### src/design/i2rd_pkg.sv
// Shared types, constants and the digit alphabet for the radix digit converter.
// Used by i2rd_ctrl, i2rd_datapath and integer_to_radix_digits; depends on nothing.
package i2rd_pkg;

   localparam int DIGIT_SLOTS_DEFAULT = 32;
   localparam int VALUE_WIDTH_DEFAULT = 31;
   localparam int RUN_LIMIT           = 31;

   localparam int RADIX_WIDTH = 9;
   localparam int CHAR_WIDTH  = 7;

   localparam logic [RADIX_WIDTH-1:0] RADIX_RESET     = 9'd10;
   localparam logic [RADIX_WIDTH-1:0] RADIX_MIN       = 9'd2;
   localparam logic [RADIX_WIDTH-1:0] RADIX_MAX_DIGIT = 9'd64;
   localparam logic [RADIX_WIDTH-1:0] RADIX_BYTES     = 9'd256;

   localparam logic [CHAR_WIDTH-1:0] CHAR_NUL   = 7'h00;
   localparam logic [CHAR_WIDTH-1:0] CHAR_ZERO  = 7'h30;
   localparam logic [CHAR_WIDTH-1:0] CHAR_UPPER = 7'h41;
   localparam logic [CHAR_WIDTH-1:0] CHAR_LOWER = 7'h61;
   localparam logic [CHAR_WIDTH-1:0] CHAR_PLUS  = 7'h2B;
   localparam logic [CHAR_WIDTH-1:0] CHAR_SLASH = 7'h2F;
   localparam logic [CHAR_WIDTH-1:0] CHAR_DOT   = 7'h2E;

   typedef enum logic [1:0] {
      MODE_DIV,
      MODE_POW2,
      MODE_BYTE,
      MODE_BAD
   } mode_type;

   typedef enum logic [3:0] {
      ST_IDLE,
      ST_DISPATCH,
      ST_POW2,
      ST_DIV,
      ST_DIV_PUSH,
      ST_BYTE_SPLIT,
      ST_BYTE_DIGIT,
      ST_BYTE_DOT,
      ST_EMIT_START,
      ST_EMIT
   } state_type;

   typedef struct packed {
      logic load;
      logic pow2_push;
      logic div_start;
      logic div_step;
      logic div_push;
      logic byte_split;
      logic byte_push;
      logic dot_push;
      logic out_load;
      logic bad_load;
   } cmd_type;

   typedef struct packed {
      mode_type mode;
      logic     pow2_last;
      logic     div_last;
      logic     rem_zero;
      logic     byte_last;
      logic     out_final;
   } status_type;

   // Alphabet 0-9A-Za-z+/
   function automatic logic [CHAR_WIDTH-1:0] digit_char(input logic [5:0] d);
      logic [CHAR_WIDTH-1:0] c;
      priority if (d < 6'd10) begin
         c = CHAR_ZERO + {1'b0, d};
      end else if (d < 6'd36) begin
         c = CHAR_UPPER + {1'b0, d} - 7'd10;
      end else if (d < 6'd62) begin
         c = CHAR_LOWER + {1'b0, d} - 7'd36;
      end else if (d == 6'd62) begin
         c = CHAR_PLUS;
      end else begin
         c = CHAR_SLASH;
      end
      return c;
   endfunction

endpackage

### src/design/i2rd_datapath.sv
// Datapath of the radix digit converter: radix register, remainder/divider unit,
// byte splitter, digit store and result word registers. Depends on i2rd_pkg.
module i2rd_datapath
   import i2rd_pkg::*;
#(
   parameter int DIGIT_SLOTS = DIGIT_SLOTS_DEFAULT,
   parameter int VALUE_WIDTH = VALUE_WIDTH_DEFAULT
) (
   input  logic                   clock,
   input  logic                   reset,
   input  logic                   csr_valid,
   output logic                   csr_ready,
   input  logic [RADIX_WIDTH-1:0] csr_radix,
   input  logic [VALUE_WIDTH-1:0] req_value,
   input  cmd_type                cmd,
   output status_type             status,
   output logic [CHAR_WIDTH-1:0]  rsp_character,
   output logic                   rsp_final_char,
   output logic                   rsp_bad_radix
);

   localparam int RUN_CAP = (DIGIT_SLOTS < RUN_LIMIT) ? DIGIT_SLOTS : RUN_LIMIT;
   localparam int CW      = $clog2(RUN_CAP + 1);
   localparam int AW      = $clog2(DIGIT_SLOTS);
   localparam int SW      = $clog2(VALUE_WIDTH);

   logic [RADIX_WIDTH-1:0] radix_ff;
   mode_type               mode_ff;
   mode_type               mode_in;
   logic [2:0]             shift_ff;
   logic [2:0]             shift_in;
   logic [5:0]             mask_ff;
   logic [6:0]             divisor_ff;
   logic [VALUE_WIDTH-1:0] rem_ff;
   logic [VALUE_WIDTH-1:0] rem_in;
   logic [5:0]             part_ff;
   logic [5:0]             part_in;
   logic [SW-1:0]          step_ff;
   logic [SW-1:0]          step_in;
   logic [7:0]             byte_ff;
   logic [7:0]             byte_in;
   logic [CW-1:0]          count_ff;
   logic [CW-1:0]          count_in;
   logic [CHAR_WIDTH-1:0]  store [DIGIT_SLOTS];
   logic [CHAR_WIDTH-1:0]  char_ff;
   logic                   final_ff;
   logic                   bad_ff;

   logic                   radix_bad;
   logic                   radix_pow2;
   logic [VALUE_WIDTH-1:0] rem_shift;
   logic [6:0]             trial;
   logic                   trial_ge;
   logic [6:0]             trial_diff;
   logic [15:0]            byte_prod;
   logic [4:0]             byte_quot;
   logic [7:0]             byte_digit;
   logic                   push_en;
   logic                   store_room;
   logic [CHAR_WIDTH-1:0]  push_char;
   logic [AW-1:0]          wr_addr;
   logic [AW-1:0]          rd_addr;

   assign csr_ready = 1'b1;

   // Radix decode, taken into mode registers when a word is accepted
   assign radix_bad  = (radix_ff < RADIX_MIN)
                    || ((radix_ff > RADIX_MAX_DIGIT) && (radix_ff != RADIX_BYTES));
   assign radix_pow2 = (radix_ff & (radix_ff - 9'd1)) == '0;

   always_comb begin
      priority if (radix_bad) begin
         mode_in = MODE_BAD;
      end else if (radix_ff == RADIX_BYTES) begin
         mode_in = MODE_BYTE;
      end else if (radix_pow2) begin
         mode_in = MODE_POW2;
      end else begin
         mode_in = MODE_DIV;
      end
   end

   always_comb begin
      shift_in = '0;
      for (int i = 1; i <= 6; i++) begin
         if (radix_ff[i]) begin
            shift_in = 3'(i);
         end
      end
   end

   // Power-of-two bases: mask and shift
   assign rem_shift = rem_ff >> shift_ff;

   // Restoring division, one quotient bit per cycle
   assign trial      = {part_ff, rem_ff[VALUE_WIDTH-1]};
   assign trial_ge   = trial >= divisor_ff;
   assign trial_diff = trial - divisor_ff;

   // Byte to decimal: b / 10 == (b * 205) >> 11 for every 8-bit b
   assign byte_prod  = byte_ff * 16'd205;
   assign byte_quot  = byte_prod[15:11];
   assign byte_digit = byte_ff - ({byte_quot, 3'b000} + {2'b00, byte_quot, 1'b0});

   assign push_en    = cmd.pow2_push | cmd.div_push | cmd.byte_push | cmd.dot_push;
   assign store_room = count_ff < CW'(RUN_CAP);
   assign wr_addr    = AW'(count_ff);
   assign rd_addr    = AW'(count_ff - CW'(1));

   always_comb begin
      priority if (cmd.pow2_push) begin
         push_char = digit_char(rem_ff[5:0] & mask_ff);
      end else if (cmd.div_push) begin
         push_char = digit_char(part_ff);
      end else if (cmd.byte_push) begin
         push_char = digit_char({2'b00, byte_digit[3:0]});
      end else begin
         push_char = CHAR_DOT;
      end
   end

   always_comb begin
      rem_in = rem_ff;
      priority if (cmd.load) begin
         rem_in = req_value;
      end else if (cmd.pow2_push) begin
         rem_in = rem_shift;
      end else if (cmd.div_step) begin
         rem_in = {rem_ff[VALUE_WIDTH-2:0], trial_ge};
      end else if (cmd.byte_split) begin
         rem_in = rem_ff >> 8;
      end
   end

   always_comb begin
      count_in = count_ff;
      priority if (cmd.load) begin
         count_in = '0;
      end else if (push_en && store_room) begin
         count_in = count_ff + CW'(1);
      end else if (cmd.out_load) begin
         count_in = count_ff - CW'(1);
      end
   end

   always_comb begin
      part_in = part_ff;
      step_in = step_ff;
      priority if (cmd.div_start) begin
         part_in = '0;
         step_in = '0;
      end else if (cmd.div_step) begin
         part_in = trial_ge ? trial_diff[5:0] : trial[5:0];
         step_in = step_ff + SW'(1);
      end
   end

   always_comb begin
      byte_in = byte_ff;
      priority if (cmd.byte_split) begin
         byte_in = rem_ff[7:0];
      end else if (cmd.byte_push) begin
         byte_in = {3'b000, byte_quot};
      end
   end

   always_ff @(posedge clock) begin
      if (reset) begin
         radix_ff <= RADIX_RESET;
         count_ff <= '0;
         rem_ff   <= '0;
      end else begin
         if (csr_valid) begin
            radix_ff <= csr_radix;
         end
         count_ff <= count_in;
         rem_ff   <= rem_in;
      end
   end

   always_ff @(posedge clock) begin
      if (cmd.load) begin
         mode_ff    <= mode_in;
         shift_ff   <= shift_in;
         mask_ff    <= 6'(radix_ff[5:0] - 6'd1);
         divisor_ff <= radix_ff[6:0];
      end
      part_ff <= part_in;
      step_ff <= step_in;
      byte_ff <= byte_in;
   end

   // Digit store: written least significant first, read back in reverse
   always_ff @(posedge clock) begin
      if (push_en && store_room) begin
         store[wr_addr] <= push_char;
      end
   end

   always_ff @(posedge clock) begin
      if (cmd.out_load) begin
         char_ff  <= store[rd_addr];
         final_ff <= count_ff == CW'(1);
         bad_ff   <= 1'b0;
      end else if (cmd.bad_load) begin
         char_ff  <= CHAR_NUL;
         final_ff <= 1'b1;
         bad_ff   <= 1'b1;
      end
   end

   assign rsp_character  = char_ff;
   assign rsp_final_char = final_ff;
   assign rsp_bad_radix  = bad_ff;

   assign status.mode      = mode_ff;
   assign status.pow2_last = rem_shift == '0;
   assign status.div_last  = step_ff == SW'(VALUE_WIDTH - 1);
   assign status.rem_zero  = rem_ff == '0;
   assign status.byte_last = byte_quot == '0;
   assign status.out_final = final_ff;

   a_count_cap: assert property (@(posedge clock) disable iff (reset)
      count_ff <= CW'(RUN_CAP))
      else $error("digit count exceeds run cap");

   a_part_below: assert property (@(posedge clock) disable iff (reset)
      cmd.div_step |-> ({1'b0, part_ff} < divisor_ff))
      else $error("partial remainder not below divisor");

   a_read_nonempty: assert property (@(posedge clock) disable iff (reset)
      cmd.out_load |-> (count_ff != '0))
      else $error("digit store read while empty");

endmodule

### src/design/i2rd_ctrl.sv
// Controller state machine of the radix digit converter: sequences digit
// generation and character output. Depends on i2rd_pkg.
module i2rd_ctrl
   import i2rd_pkg::*;
(
   input  logic       clock,
   input  logic       reset,
   input  logic       req_valid,
   output logic       req_stall,
   output logic       rsp_valid,
   input  logic       rsp_stall,
   input  status_type status,
   output cmd_type    cmd
);

   state_type state_ff;
   state_type state_in;

   always_ff @(posedge clock) begin
      if (reset) begin
         state_ff <= ST_IDLE;
      end else begin
         state_ff <= state_in;
      end
   end

   always_comb begin
      state_in = state_ff;
      cmd      = '0;
      unique case (state_ff)
         ST_IDLE: begin
            if (req_valid) begin
               cmd.load = 1'b1;
               state_in = ST_DISPATCH;
            end
         end
         ST_DISPATCH: begin
            unique case (status.mode)
               MODE_BAD: begin
                  cmd.bad_load = 1'b1;
                  state_in     = ST_EMIT;
               end
               MODE_BYTE: state_in = ST_BYTE_SPLIT;
               MODE_POW2: state_in = ST_POW2;
               MODE_DIV: begin
                  cmd.div_start = 1'b1;
                  state_in      = ST_DIV;
               end
               default: state_in = ST_IDLE;
            endcase
         end
         ST_POW2: begin
            cmd.pow2_push = 1'b1;
            if (status.pow2_last) begin
               state_in = ST_EMIT_START;
            end
         end
         ST_DIV: begin
            cmd.div_step = 1'b1;
            if (status.div_last) begin
               state_in = ST_DIV_PUSH;
            end
         end
         ST_DIV_PUSH: begin
            cmd.div_push = 1'b1;
            if (status.rem_zero) begin
               state_in = ST_EMIT_START;
            end else begin
               cmd.div_start = 1'b1;
               state_in      = ST_DIV;
            end
         end
         ST_BYTE_SPLIT: begin
            cmd.byte_split = 1'b1;
            state_in       = ST_BYTE_DIGIT;
         end
         ST_BYTE_DIGIT: begin
            cmd.byte_push = 1'b1;
            if (status.byte_last) begin
               state_in = status.rem_zero ? ST_EMIT_START : ST_BYTE_DOT;
            end
         end
         ST_BYTE_DOT: begin
            cmd.dot_push = 1'b1;
            state_in     = ST_BYTE_SPLIT;
         end
         ST_EMIT_START: begin
            cmd.out_load = 1'b1;
            state_in     = ST_EMIT;
         end
         ST_EMIT: begin
            // advance only when the held word is taken
            if (!rsp_stall) begin
               if (status.out_final) begin
                  state_in = ST_IDLE;
               end else begin
                  cmd.out_load = 1'b1;
               end
            end
         end
         default: state_in = ST_IDLE;
      endcase
   end

   assign req_stall = state_ff != ST_IDLE;
   assign rsp_valid = state_ff == ST_EMIT;

   a_accept_dispatch: assert property (@(posedge clock) disable iff (reset)
      (req_valid && !req_stall) |=> (state_ff == ST_DISPATCH))
      else $error("accepted word did not start dispatch");

   a_final_idle: assert property (@(posedge clock) disable iff (reset)
      (rsp_valid && !rsp_stall && status.out_final) |=> (state_ff == ST_IDLE))
      else $error("final character taken but run continues");

   a_stall_hold: assert property (@(posedge clock) disable iff (reset)
      (rsp_valid && rsp_stall) |=> rsp_valid)
      else $error("stalled response word dropped");

endmodule

### src/design/integer_to_radix_digits.sv
// Top level of the radix digit converter: joins controller and datapath.
// Depends on i2rd_pkg, i2rd_ctrl and i2rd_datapath.
//
// Converts one non-negative value per request word into ASCII digit characters, most
// significant first, one response word per character, with rsp_final_char on the last.
// The base comes from csr_radix (reset 10): 2..64 use 0-9A-Za-z+/, 256 gives the bytes
// in dotted decimal, any other base gives a single word with rsp_bad_radix set and
// character 0. One value is in flight at a time. Non-power-of-two bases run a one-bit-
// per-cycle divider with a digit push after each quotient. Power-of-two bases take each
// digit by mask and shift; base 256 splits off each byte and pushes its decimal digits,
// with a dot between bytes. Accept and dispatch states come first and a readout-start
// state follows; characters then leave the digit store at one per cycle while not stalled.
// Write csr_radix only while no value is in flight.
module integer_to_radix_digits
   import i2rd_pkg::*;
#(
   parameter int DIGIT_SLOTS = DIGIT_SLOTS_DEFAULT,
   parameter int VALUE_WIDTH = VALUE_WIDTH_DEFAULT
) (
   input  logic                   clock,
   input  logic                   reset,
   input  logic                   csr_valid,
   output logic                   csr_ready,
   input  logic [RADIX_WIDTH-1:0] csr_radix,
   input  logic                   req_valid,
   output logic                   req_stall,
   input  logic [VALUE_WIDTH-1:0] req_value,
   output logic                   rsp_valid,
   input  logic                   rsp_stall,
   output logic [CHAR_WIDTH-1:0]  rsp_character,
   output logic                   rsp_final_char,
   output logic                   rsp_bad_radix
);

   cmd_type    cmd;
   status_type status;

   i2rd_ctrl u_ctrl (
      .clock     (clock),
      .reset     (reset),
      .req_valid (req_valid),
      .req_stall (req_stall),
      .rsp_valid (rsp_valid),
      .rsp_stall (rsp_stall),
      .status    (status),
      .cmd       (cmd)
   );

   i2rd_datapath #(
      .DIGIT_SLOTS (DIGIT_SLOTS),
      .VALUE_WIDTH (VALUE_WIDTH)
   ) u_datapath (
      .clock          (clock),
      .reset          (reset),
      .csr_valid      (csr_valid),
      .csr_ready      (csr_ready),
      .csr_radix      (csr_radix),
      .req_value      (req_value),
      .cmd            (cmd),
      .status         (status),
      .rsp_character  (rsp_character),
      .rsp_final_char (rsp_final_char),
      .rsp_bad_radix  (rsp_bad_radix)
   );

endmodule

### config.mk
export PLATFORM = sky130hd
export DESIGN_NAME = integer_to_radix_digits
export DESIGN_NICKNAME = d
export VERILOG_FILES = /design/src/design/i2rd_pkg.sv /design/src/design/i2rd_datapath.sv /design/src/design/i2rd_ctrl.sv /design/src/design/integer_to_radix_digits.sv
export SDC_FILE = /design/constraint.sdc
export NUM_CORES = 1
export LEC_CHECK = 0
export BUFFER_PORTS_ARGS = -buffer_cell sky130_fd_sc_hd__clkbuf_2
export CAP_MARGIN = 30
export CORE_ASPECT_RATIO = 0.6
export CORE_MARGIN = 5
export CORE_UTILIZATION = 55
export CTS_CLUSTER_DIAMETER = 50
export DETAILED_ROUTE_END_ITERATION = 8
export HOLD_SLACK_MARGIN = 0.1
export PLACE_DENSITY = 0.84
export SLEW_MARGIN = 15
export SYNTH_ARGS = -nofsm -noshare
export SYNTH_HDL_FRONTEND = slang
export SYNTH_HIERARCHICAL = 1
export SYNTH_SLANG_ARGS = --single-unit
### constraint.sdc
create_clock -name clock -period 7.55 [get_ports clock]
set_clock_uncertainty 0.1 [all_clocks]
set_input_delay 1.51 -clock clock [delete_from_list [all_inputs] [get_ports clock]]
set_output_delay 1.51 -clock clock [all_outputs]
set_load 0.02 [all_outputs]
=== Word-level counts from Yosys, hierarchy flattened ===
Memories as Yosys holds them, arrays and structs flattened.
Cells that the tools add are included.
Widths: inputs -> output; s select.

* Register bits: 95
* Memory bits (writable): 224
* Input port bits: 45
* Output and inout port bits: 12
* Logic and storage cells: 162
* Memories kept: 1

* Add/subtract/negate cells: 23
* $mul: 1
* Order comparisons: 12
* Equality and inequality tests: 24
* Shift-type cells: 1
* Mux-type cells: 61
* Bitwise logic cells: 5
* Reductions and logical operators: 18

{| class="wikitable"
|+ Memories
! name !! words !! width !! rd ports !! clocked after memory_dff !! wr ports !! line !! text
|-
| u_datapath.store || 32 || 7 || 1 || 0 || 1 || i2rd_datapath.sv:44 || <nowiki>logic [CHAR_WIDTH-1:0] store [DIGIT_SLOTS];</nowiki>
|}

{| class="wikitable"
|+ Operators by type and width
! cell !! count
|-
| $mux 31 || 4
|-
| $mux 7 || 13
|-
| $logic_not 31->1 || 2
|-
| $pmux 4 s10 || 1
|-
| $mux 4 || 8
|-
| $shr 31x3->31 || 1
|-
| $add 7x6->7 const A || 4
|-
| $lt 6x6->1 const B || 4
|-
| $mux 1 || 21
|-
| $sub 7x4->7 const B || 3
|-
| $sub 7x6->7 const B || 3
|-
| $eq 4x3->1 const B || 4
|-
| $mul 8x8->16 const B || 1
|-
| $mux 8 || 2
|-
| $pmux 4 s4 || 1
|-
| $add 6x6->7 const A || 2
|-
| $eq 6x6->1 const B || 2
|-
| $lt 6x4->1 const B || 2
|-
| $add 5x1->5 const B || 2
|-
| $mux 5 || 2
|-
| $ne 2x2->1 const B || 5
|-
| $and 9x9->9 || 1
|-
| $eq 9x9->1 const B || 1
|-
| $gt 9x7->1 const B || 1
|-
| other kinds (40) || 55
|}

=== Depth between registers and ports, before layout ===
Gate-level depths: netlist (run 1).

* Word-level depth: 10
* Mapped depth: 23

=== Modules after synthesis ===
Netlist (run 1), hierarchy kept.

{| class="wikitable"
|+ Modules (own cells, without submodules)
! module !! instances !! cells each !! area each (um^2)
|-
| i2rd_datapath || 1 || 1,315 || 16,772.3
|-
| i2rd_ctrl || 1 || 72 || 515.5
|}

=== Worst setup path before layout (run 1) ===
OpenSTA, ideal clock, no wires.

* Path type: register to register
* From: register u_datapath.byte_ff[1]
* To: memory u_datapath.store[0][2] (data pin)
* Arrival: 6.952 ns
* Data required time: 6.972 ns
* Setup slack: 0.020 ns
* Stages on the path, launching flop included: 23
* Cell sequence: edfxtp_1 > ha_1 > xor2_1 > ha_1 > fa_1 > inv_1 > fa_1 > inv_1 > ha_1 > nand4_1 > o21ai_0 > nor2_1 > a22oi_1 > xor2_1 > ha_1 > or3b_1 > o2111a_1 > a311o_1 > a311o_1 > xnor3_2 > a21oi_1 > nor2_1 > a221oi_1

* Word-level cells in the longest chain between the ends: 10

{| class="wikitable"
|+ Ends and longest elaborated chain
! what !! line !! text
|-
| start, declared || i2rd_datapath.sv:40 || <nowiki>logic [7:0] byte_ff;</nowiki>
|-
| start signal, assigned || i2rd_datapath.sv:190 || <nowiki>byte_ff <= byte_in;</nowiki>
|-
| $mul 8x8->16 || i2rd_datapath.sv:101 || <nowiki>assign byte_prod = byte_ff * 16'd205;</nowiki>
|-
| $add 4x4->4 || i2rd_datapath.sv:103 || <nowiki>assign byte_digit = byte_ff - ({byte_quot, 3'b000} + {2'b00, byte_quot, 1'b0});</nowiki>
|-
| $sub 4x4->4 (*) || i2rd_datapath.sv:103 ||
|-
| $add 7x4->7 or $add 6x5->7 (tied branches) || i2rd_pkg.sv:73, i2rd_pkg.sv:75 ||
|-
| $sub 7x4->7 or $sub 7x6->7 (tied branches) || i2rd_pkg.sv:73, i2rd_pkg.sv:75 ||
|-
| $mux 7 || i2rd_pkg.sv:72 || <nowiki>end else if (d < 6'd36) begin</nowiki>
|-
| $mux 7 (*) || i2rd_pkg.sv:70 || <nowiki>priority if (d < 6'd10) begin</nowiki>
|-
| $mux 7 (*) || i2rd_datapath.sv:115 || <nowiki>end else if (cmd.byte_push) begin</nowiki>
|-
| $mux 7 (*) || i2rd_datapath.sv:113 || <nowiki>end else if (cmd.div_push) begin</nowiki>
|-
| $mux 7 (*) || i2rd_datapath.sv:111 || <nowiki>priority if (cmd.pow2_push) begin</nowiki>
|-
| via u_datapath.push_char[2] || i2rd_datapath.sv:60 || <nowiki>logic [CHAR_WIDTH-1:0] push_char;</nowiki>
|-
| end, declared || i2rd_datapath.sv:44 ||
|}

Mark *: on every way through the listed nets, which the timed path passes. The rest lies on a longest branch.

=== Worst setup path after layout (run 1) ===
* From: register u_datapath.byte_ff[1]
* To: memory u_datapath.store[13][6] (data pin)

The elaborated chain is that of the path after synthesis.

==> results of run 1 <==
power by group through the flow:
stage | clock network (mW) | logic [mW] | registers, mW
6_report | 1.62 | 2.24 | 2.38
5_1_grt | 1.72 | 2.42 | 2.41
4_1_cts | 1.64 | 2.18 | 2.37
3_5_place_dp | 0 | 2.15 | 2.41
3_3_place_gp | 0 | 2.09 | 2.40
2_1_floorplan | 0 | 1.67 | 2.26
logic make-up after synthesis:
family | share of synthesized area
fa+ha+maj | 0.0692
compound gates | 0.110
other cells | 0.000217
flops | 0.519
mux | 0.142
buf+inv | 0.0340
simple gates | 0.111
xor+xnor | 0.0145
state kept, by name (all words and copies together) (netlist names):
name,flops
u_datapath/count_ff,5
u_datapath/store,224
u_datapath/mask_ff,6
u_datapath/step_ff,5
u_datapath/rsp_character,7
u_datapath/rem_ff,31
u_datapath/byte_ff,8
u_datapath/shift_ff,3
u_ctrl/state_ff,4
u_datapath/mode_ff,2
u_datapath/divisor_ff,7
u_datapath/rsp_bad_radix,1
u_datapath/radix_ff,9
u_datapath/rsp_final_char,1
u_datapath/part_ff,6
critical path: stages (launching register included):
cell and delay, ps:
edfxtp_1 500, ha_1 400, xor2_1 170, ha_1 310, fa_1 530, inv_1 60, fa_1 530, inv_1 40
ha_1 280, o21ai_0 90, nor2_1 320, nor2_1 100, a22oi_1 230, xor2_1 310, ha_1 240, or3b_1 410
o2111a_1 150, a311o_1 320, a311o_1 310, xnor3_2 510, a311oi_1 150, a21oi_2 680, buf_8 240
stage by stage:
step           power, mW  cell area (sq um)
2_1_floorplan       3.93              17300
3_3_place_gp        4.49              18000
3_5_place_dp        4.56              18000
4_1_cts             6.19              19100
5_1_grt             6.55              19100
6_report            6.24              19100
worst min-delay path by stage:
| stage | depth (start not counted) | startpoint | slack, ps | to |
|---|---|---|---|---|
| final | 2 | u_datapath/rsp_bad_radix | 380 | u_datapath/rsp_bad_radix |
| after global routing | 2 | u_datapath/rsp_bad_radix | 420 | u_datapath/rsp_bad_radix |
| after CTS | 2 | u_datapath/rsp_bad_radix | 380 | u_datapath/rsp_bad_radix |
| after detailed placement | 2 | u_datapath/rsp_bad_radix | 360 | u_datapath/rsp_bad_radix |
| after global placement | 2 | u_datapath/rsp_bad_radix | 360 | u_datapath/rsp_bad_radix |
| after floorplan | 2 | u_datapath/step_ff[4] | 370 | u_datapath/step_ff[4] |
cell usage after synthesis, types with 10 or more instances:
cell type | n | share of area
a211oi_1 | 105 | 0.046
a21oi_1 | 63 | 0.018
buf_2 | 14 | 0.0041
clkbuf_1 | 62 | 0.013
dfxtp_1 | 61 | 0.071
edfxtp_1 | 258 | 0.45
fa_1 | 11 | 0.013
ha_1 | 78 | 0.056
inv_1 | 59 | 0.013
mux2i_1 | 63 | 0.036
mux4_2 | 79 | 0.10
nand2_1 | 56 | 0.012
nand2b_1 | 10 | 0.0036
nand4_1 | 15 | 0.0054
nor2_1 | 132 | 0.029
nor2b_1 | 57 | 0.021
nor3_1 | 41 | 0.012
nor4_1 | 13 | 0.0047
o21ai_0 | 33 | 0.0096
xnor2_1 | 14 | 0.0071
xor2_1 | 12 | 0.0061
layer usage:
layer	global-route usage	routed length, microns	up-vias
met5	0	0	-
met3	0.0595	4780	82
met1	0.376	18600	5939
met2	0.355	18500	678
li1	-	-	5395
met4	0.0490	919	0
cell type report:
type,count,area (sq um)
Inverter,59,221
Clock inverter,13,195
Multi-Input combinational cell,921,7820
Tap cell,416,520
Timing Repair Buffer,80,488
Clock buffer,43,881
Sequential cell,319,8970
Fill cell,2333,12000
==> reports/qor.yml, run 1 <==
num_io_pins: 57
drt-total-wl_microns: 42700
first_global_vias: 11800
synth_edf_count: 258
finalSetupTns_ps: 0
cap_violations: 0
layout_commonest_cell: "edfxtp_1"
finalMaxSlewViolations: 0
dieArea_sq_mm: 0.0352
synth_warnings: 6
clockRootBuffer: "clkbuf_16"
io_buffers: 55
core_sq_mm: 0.0311
p_leak_nw: 6.90
final_cell_mix: "258 x edfxtp_1, 132 x nor2_1, 104 x a211oi_1"
gp_congestion: 0.887
hold_class: "register to register"
ctsResizeCount: 0
ys_types: 75
status: "completed"
clk_pin_slew_ps: 70
drtIter0Drc: 1452
reg2reg_to: "u_datapath/store[13][6]"
antenna_found_initial: 0
clockBufferDepth: 3
dp_cells: 1792
pwr-share-clk: 0.259
hold_viol_final: 0
viasPerCell: 6.53
seq_area_frac_synth: 0.519
grt_overflow_total: 0
synth_flop_cell: "edfxtp_1"
cp-start-kind: "register"
cp-endpoint: "u_datapath/store[13][6]"
die_h_microns: 147
htree_num_levels: 1
syn_area_sq_mm: 0.0173
r2r-start: "u_datapath/byte_ff[1]"
ant_nets: 0
syn_inst: 1387
grt_pass1_wl_microns: 67900
holdWs_ps: 376
r2r.worst_path.cells: 22
fin_crit_sh: 0.948
synthArstFlopShare: 0
clk_latency_ps: 570
start_util: 0.556
p_sw_mw: 2.27
finalSetupViolations: 0
drive_gt1_frac: 0.168
remaining_drc_errors: 0
irDropWorstVdd_mv: 0.254
std_cell_rows: 50
die_w_microns: 239
ys_ff_latch: 319
p_comb_frac: 0.359
r2r_slack_ps: 400
cts_buffers: 30
seqPwrFrac: 0.382
fin_cells: 1851
num_antenna_cells: 0
drt-pass1-iter-count: 5
place_hpwl_microns: 28700
swShare: 0.364
clock_sinks: 319
p_int_mw: 3.97
cts_tree: "done"
fin_ws_ps: 396
track_usage: 0.244
cts_setup_buffers: 0
hold_buffers: 0
nNetsFinal: 1545
rsz0062_at_grt: "false"
vias: 12100
worstPathRequired_ps: 7870
max_freq_mhz: 140
pre_cts_slack_ps: 200
critPathLaunch: "u_datapath/byte_ff[1]"
grt_max_degree: 74
crit_type: "register to register"
fin_crit_ps: 7150
final_util: 0.614
avgRoutedWirePerCell_microns: 23.1
syn2layout_area_growth_pct: 10.5
crit_path_max_fanout: 17
p_per_area_mw_per_mm2: 327
crit_path_end_kind: "register"
synth_area_per_cell_sq_um: 12.5
tightestPinTransition_ps: 880
syn-num-nets: 1521
critPathArrivalTime_ps: 7470
relSlewSlack: 0.413
No activity file was read; power rests on OpenSTA's default activity.
==> run 2, diff against run 1 <==
Settings changed: BUFFER_PORTS_ARGS -buffer_cell sky130_fd_sc_hd__clkbuf_2 to not set, DONT_BUFFER_PORTS set to 1, MAX_ROUTING_LAYER set to met4, PLACE_DENSITY 0.84 to 0.82.
==> reports/qor.yml, run 2 (synthesis gave the netlist of run 1 again) <==
status: "completed"
p_per_area_mw_per_mm2: 324  # -0.76%
fin_crit_sh: 0.939  # -0.00836
p_int_mw: 3.85  # -3.0%
nNetsFinal: 1492  # -3.4%
hold_viol_final: 0  # unchanged
top_layer_used: "met4"
hold_buffers: 0  # unchanged
remaining_drc_errors: 0  # unchanged
grt_max_degree: 87  # +18%
finalSetupViolations: 0  # unchanged
cts_tree: "done"
die_w_microns: 239  # unchanged
p_comb_frac: 0.350  # -0.009
tightestPinTransition_ps: 922  # +41.8 ps
cp_common_cell: "ha_1"
multi_input_area_sq_mm: 0.00783  # +0.13%
relSlewSlack: 0.377  # -0.0365
syn2layout_area_growth_pct: 8.53
drive_gt1_frac: 0.132  # -0.0356
crit_path_max_fanout: 17  # unchanged
clk_pin_slew_ps: 60  # about the same
drtIter0Drc: 1721  # +19%
cpPeakStageDelay_ps: 610  # -70 ps
rsz0062_at_grt: "false"
pwr-share-clk: 0.254  # -0.005
clock_sinks: 319  # unchanged
avgRoutedWirePerCell_microns: 22.9  # -0.64%
layout_commonest_cell: "edfxtp_1"
clockBufferDepth: 3  # unchanged
grt_pass1_wl_microns: 65500  # -3.5%
vias: 11700  # -3.1%
hold_class: "register to register"
cp_num_buf_inv: 3  # unchanged
cp-start-kind: "register"
cts_buffers: 34  # +13%
gp_congestion: 0.882  # -0.58%
place_hpwl_microns: 28000  # -2.5%
drt-pass1-iter-count: 5  # unchanged
dieArea_sq_mm: 0.0352  # unchanged
irDropWorstVdd_mv: 0.248  # -2.4%
cpMaxStageDelayCell: "a221o_1"
fin_crit_ps: 7090  # -63.1 ps
ctsResizeCount: 0  # unchanged
crit_path_end_kind: "register"
regMostFlops: "u_datapath/store"
seqPwrFrac: 0.396  # +0.014
path_cells: "ha_1, xor2_1, ha_1, fa_1, inv_1, fa_1, inv_1, ha_1, o21ai_0, nor2_1, nor2_1, a22oi_1, xor2_1, ha_1, or3b_1, o2111a_1, a311o_1, a311o_1, xnor3_2, a211oi_1, a221o_1, buf_8"
num_antenna_cells: 0  # unchanged
drt-total-wl_microns: 41300  # -3.4%
track_usage: 0.242  # -0.00210
max_freq_mhz: 141  # +0.89%
critPathArrivalTime_ps: 7370  # -100 ps
finalMaxSlewViolations: 0  # unchanged
die_h_microns: 147  # unchanged
largest_reg_flops: 224  # unchanged
htree_num_levels: 2  # +1
ant_nets: 0  # unchanged
wl_met3_microns: 4130  # -14%
crit_type: "register to register"
fin_cells: 1799  # -2.8%
dp_cells: 1737  # -3.1%
p_leak_nw: 6.64  # -3.8%
viasPerCell: 6.52  # -0.28%
fillers: 2328  # -0.21%
p_sw_mw: 2.23  # -1.6%
io_buffers: 0  # -100%
clockRootBuffer: "clkbuf_16"
final_cell_mix: "258 x edfxtp_1, 132 x nor2_1, 104 x a211oi_1"
std_cell_rows: 50  # unchanged
finalSetupTns_ps: 0  # unchanged
start_util: 0.556  # unchanged
num_io_pins: 57  # unchanged
first_global_vias: 11300  # -4.2%
top_regs: "u_datapath/store (224), u_datapath/rem_ff (31), u_datapath/radix_ff (9)"
clk_latency_ps: 540  # -30 ps
cts_setup_buffers: 0  # unchanged
seqCellArea_sq_mm: 0.00897  # unchanged
worstPathRequired_ps: 7830  # -40 ps
antenna_found_initial: 0  # unchanged
grt_overflow_total: 0  # unchanged
swShare: 0.367  # +0.00330
critPathTopFamily: "adder cells"
wl_met1_microns: 18400  # -0.80%
wl_met2_microns: 18000  # -2.3%
core_sq_mm: 0.0311  # unchanged
cap_violations: 0  # unchanged
## run 2: cell types whose count changed in the layout (fill, tap and decap cells not counted), moves of 3 or more
cell / delta
bufinv_16: -4
clkbuf_16: +3
clkbuf_2: -56
clkbuf_8: -5
clkinv_1: +6
clkinv_2: +3
inv_6: +3
## run 2: worst paths after layout
| check | startpoint | slack, ps | cells after the start | endpoint |
|---|---|---|---|---|
| max reg2reg | u_datapath/byte_ff[1] | 460 | 22 | u_datapath/store[9][1] |
| min | u_datapath/step_ff[4] | 410 | 2 | u_datapath/step_ff[4] |
| max | u_datapath/byte_ff[1] | 460 | 22 | u_datapath/store[9][1] |
| min reg2reg | u_datapath/step_ff[4] | 410 | 2 | u_datapath/step_ff[4] |
## run 2: worst min-delay path: cells and delay by family, from the launching register on
kind | cells | cell delay [ps]
XOR/XNOR | 1 | 70
flip-flops | 1 | 340
AND/OR/NAND/NOR | 1 | 70
## run 2: final cells by class
class / instances / area share
Sequential cell: 319 / 0.478
Inverter: 59 / 0.0118
Timing Repair Buffer: 23 / 0.0104
Clock inverter: 21 / 0.00740
Multi-Input combinational cell: 921 / 0.417
Tap cell: 416 / 0.0277
Clock buffer: 40 / 0.0471
## run 2: metal layers
layer	global-route usage	up-vias
li1	-	5290
met1	0.370	5799
met2	0.337	575
met3	0.0497	57
met4	0.0467	0
met5	-	-
## run 2: power by group through the flow
| stage | logic [mW] | registers (mW) | clock network, mW |
|---|---|---|---|
| 3_5_place_dp | 2.09 | 2.43 | 0 |
| 4_1_cts | 2.11 | 2.40 | 1.57 |
| 3_3_place_gp | 2.02 | 2.42 | 0 |
| 2_1_floorplan | 1.67 | 2.26 | 0 |
| 6_report | 2.13 | 2.41 | 1.55 |
| 5_1_grt | 2.33 | 2.43 | 1.66 |
## run 2: stage by stage
| stage | util | power, mW | setup WS (ps) | cell area (sq um) | hold slack, ps |
|---|---|---|---|---|---|
| after floorplan | - | 3.93 | 20.0 | 17300 | 372 |
| after global placement | 0.569 | 4.44 | 554 | 17700 | 393 |
| after detailed placement | 0.570 | 4.52 | 210 | 17700 | 393 |
| after CTS | 0.603 | 6.07 | 208 | 18700 | 415 |
| after global routing | 0.603 | 6.41 | 83.9 | 18800 | 433 |
| final | 0.603 | 6.08 | 459 | 18800 | 408 |
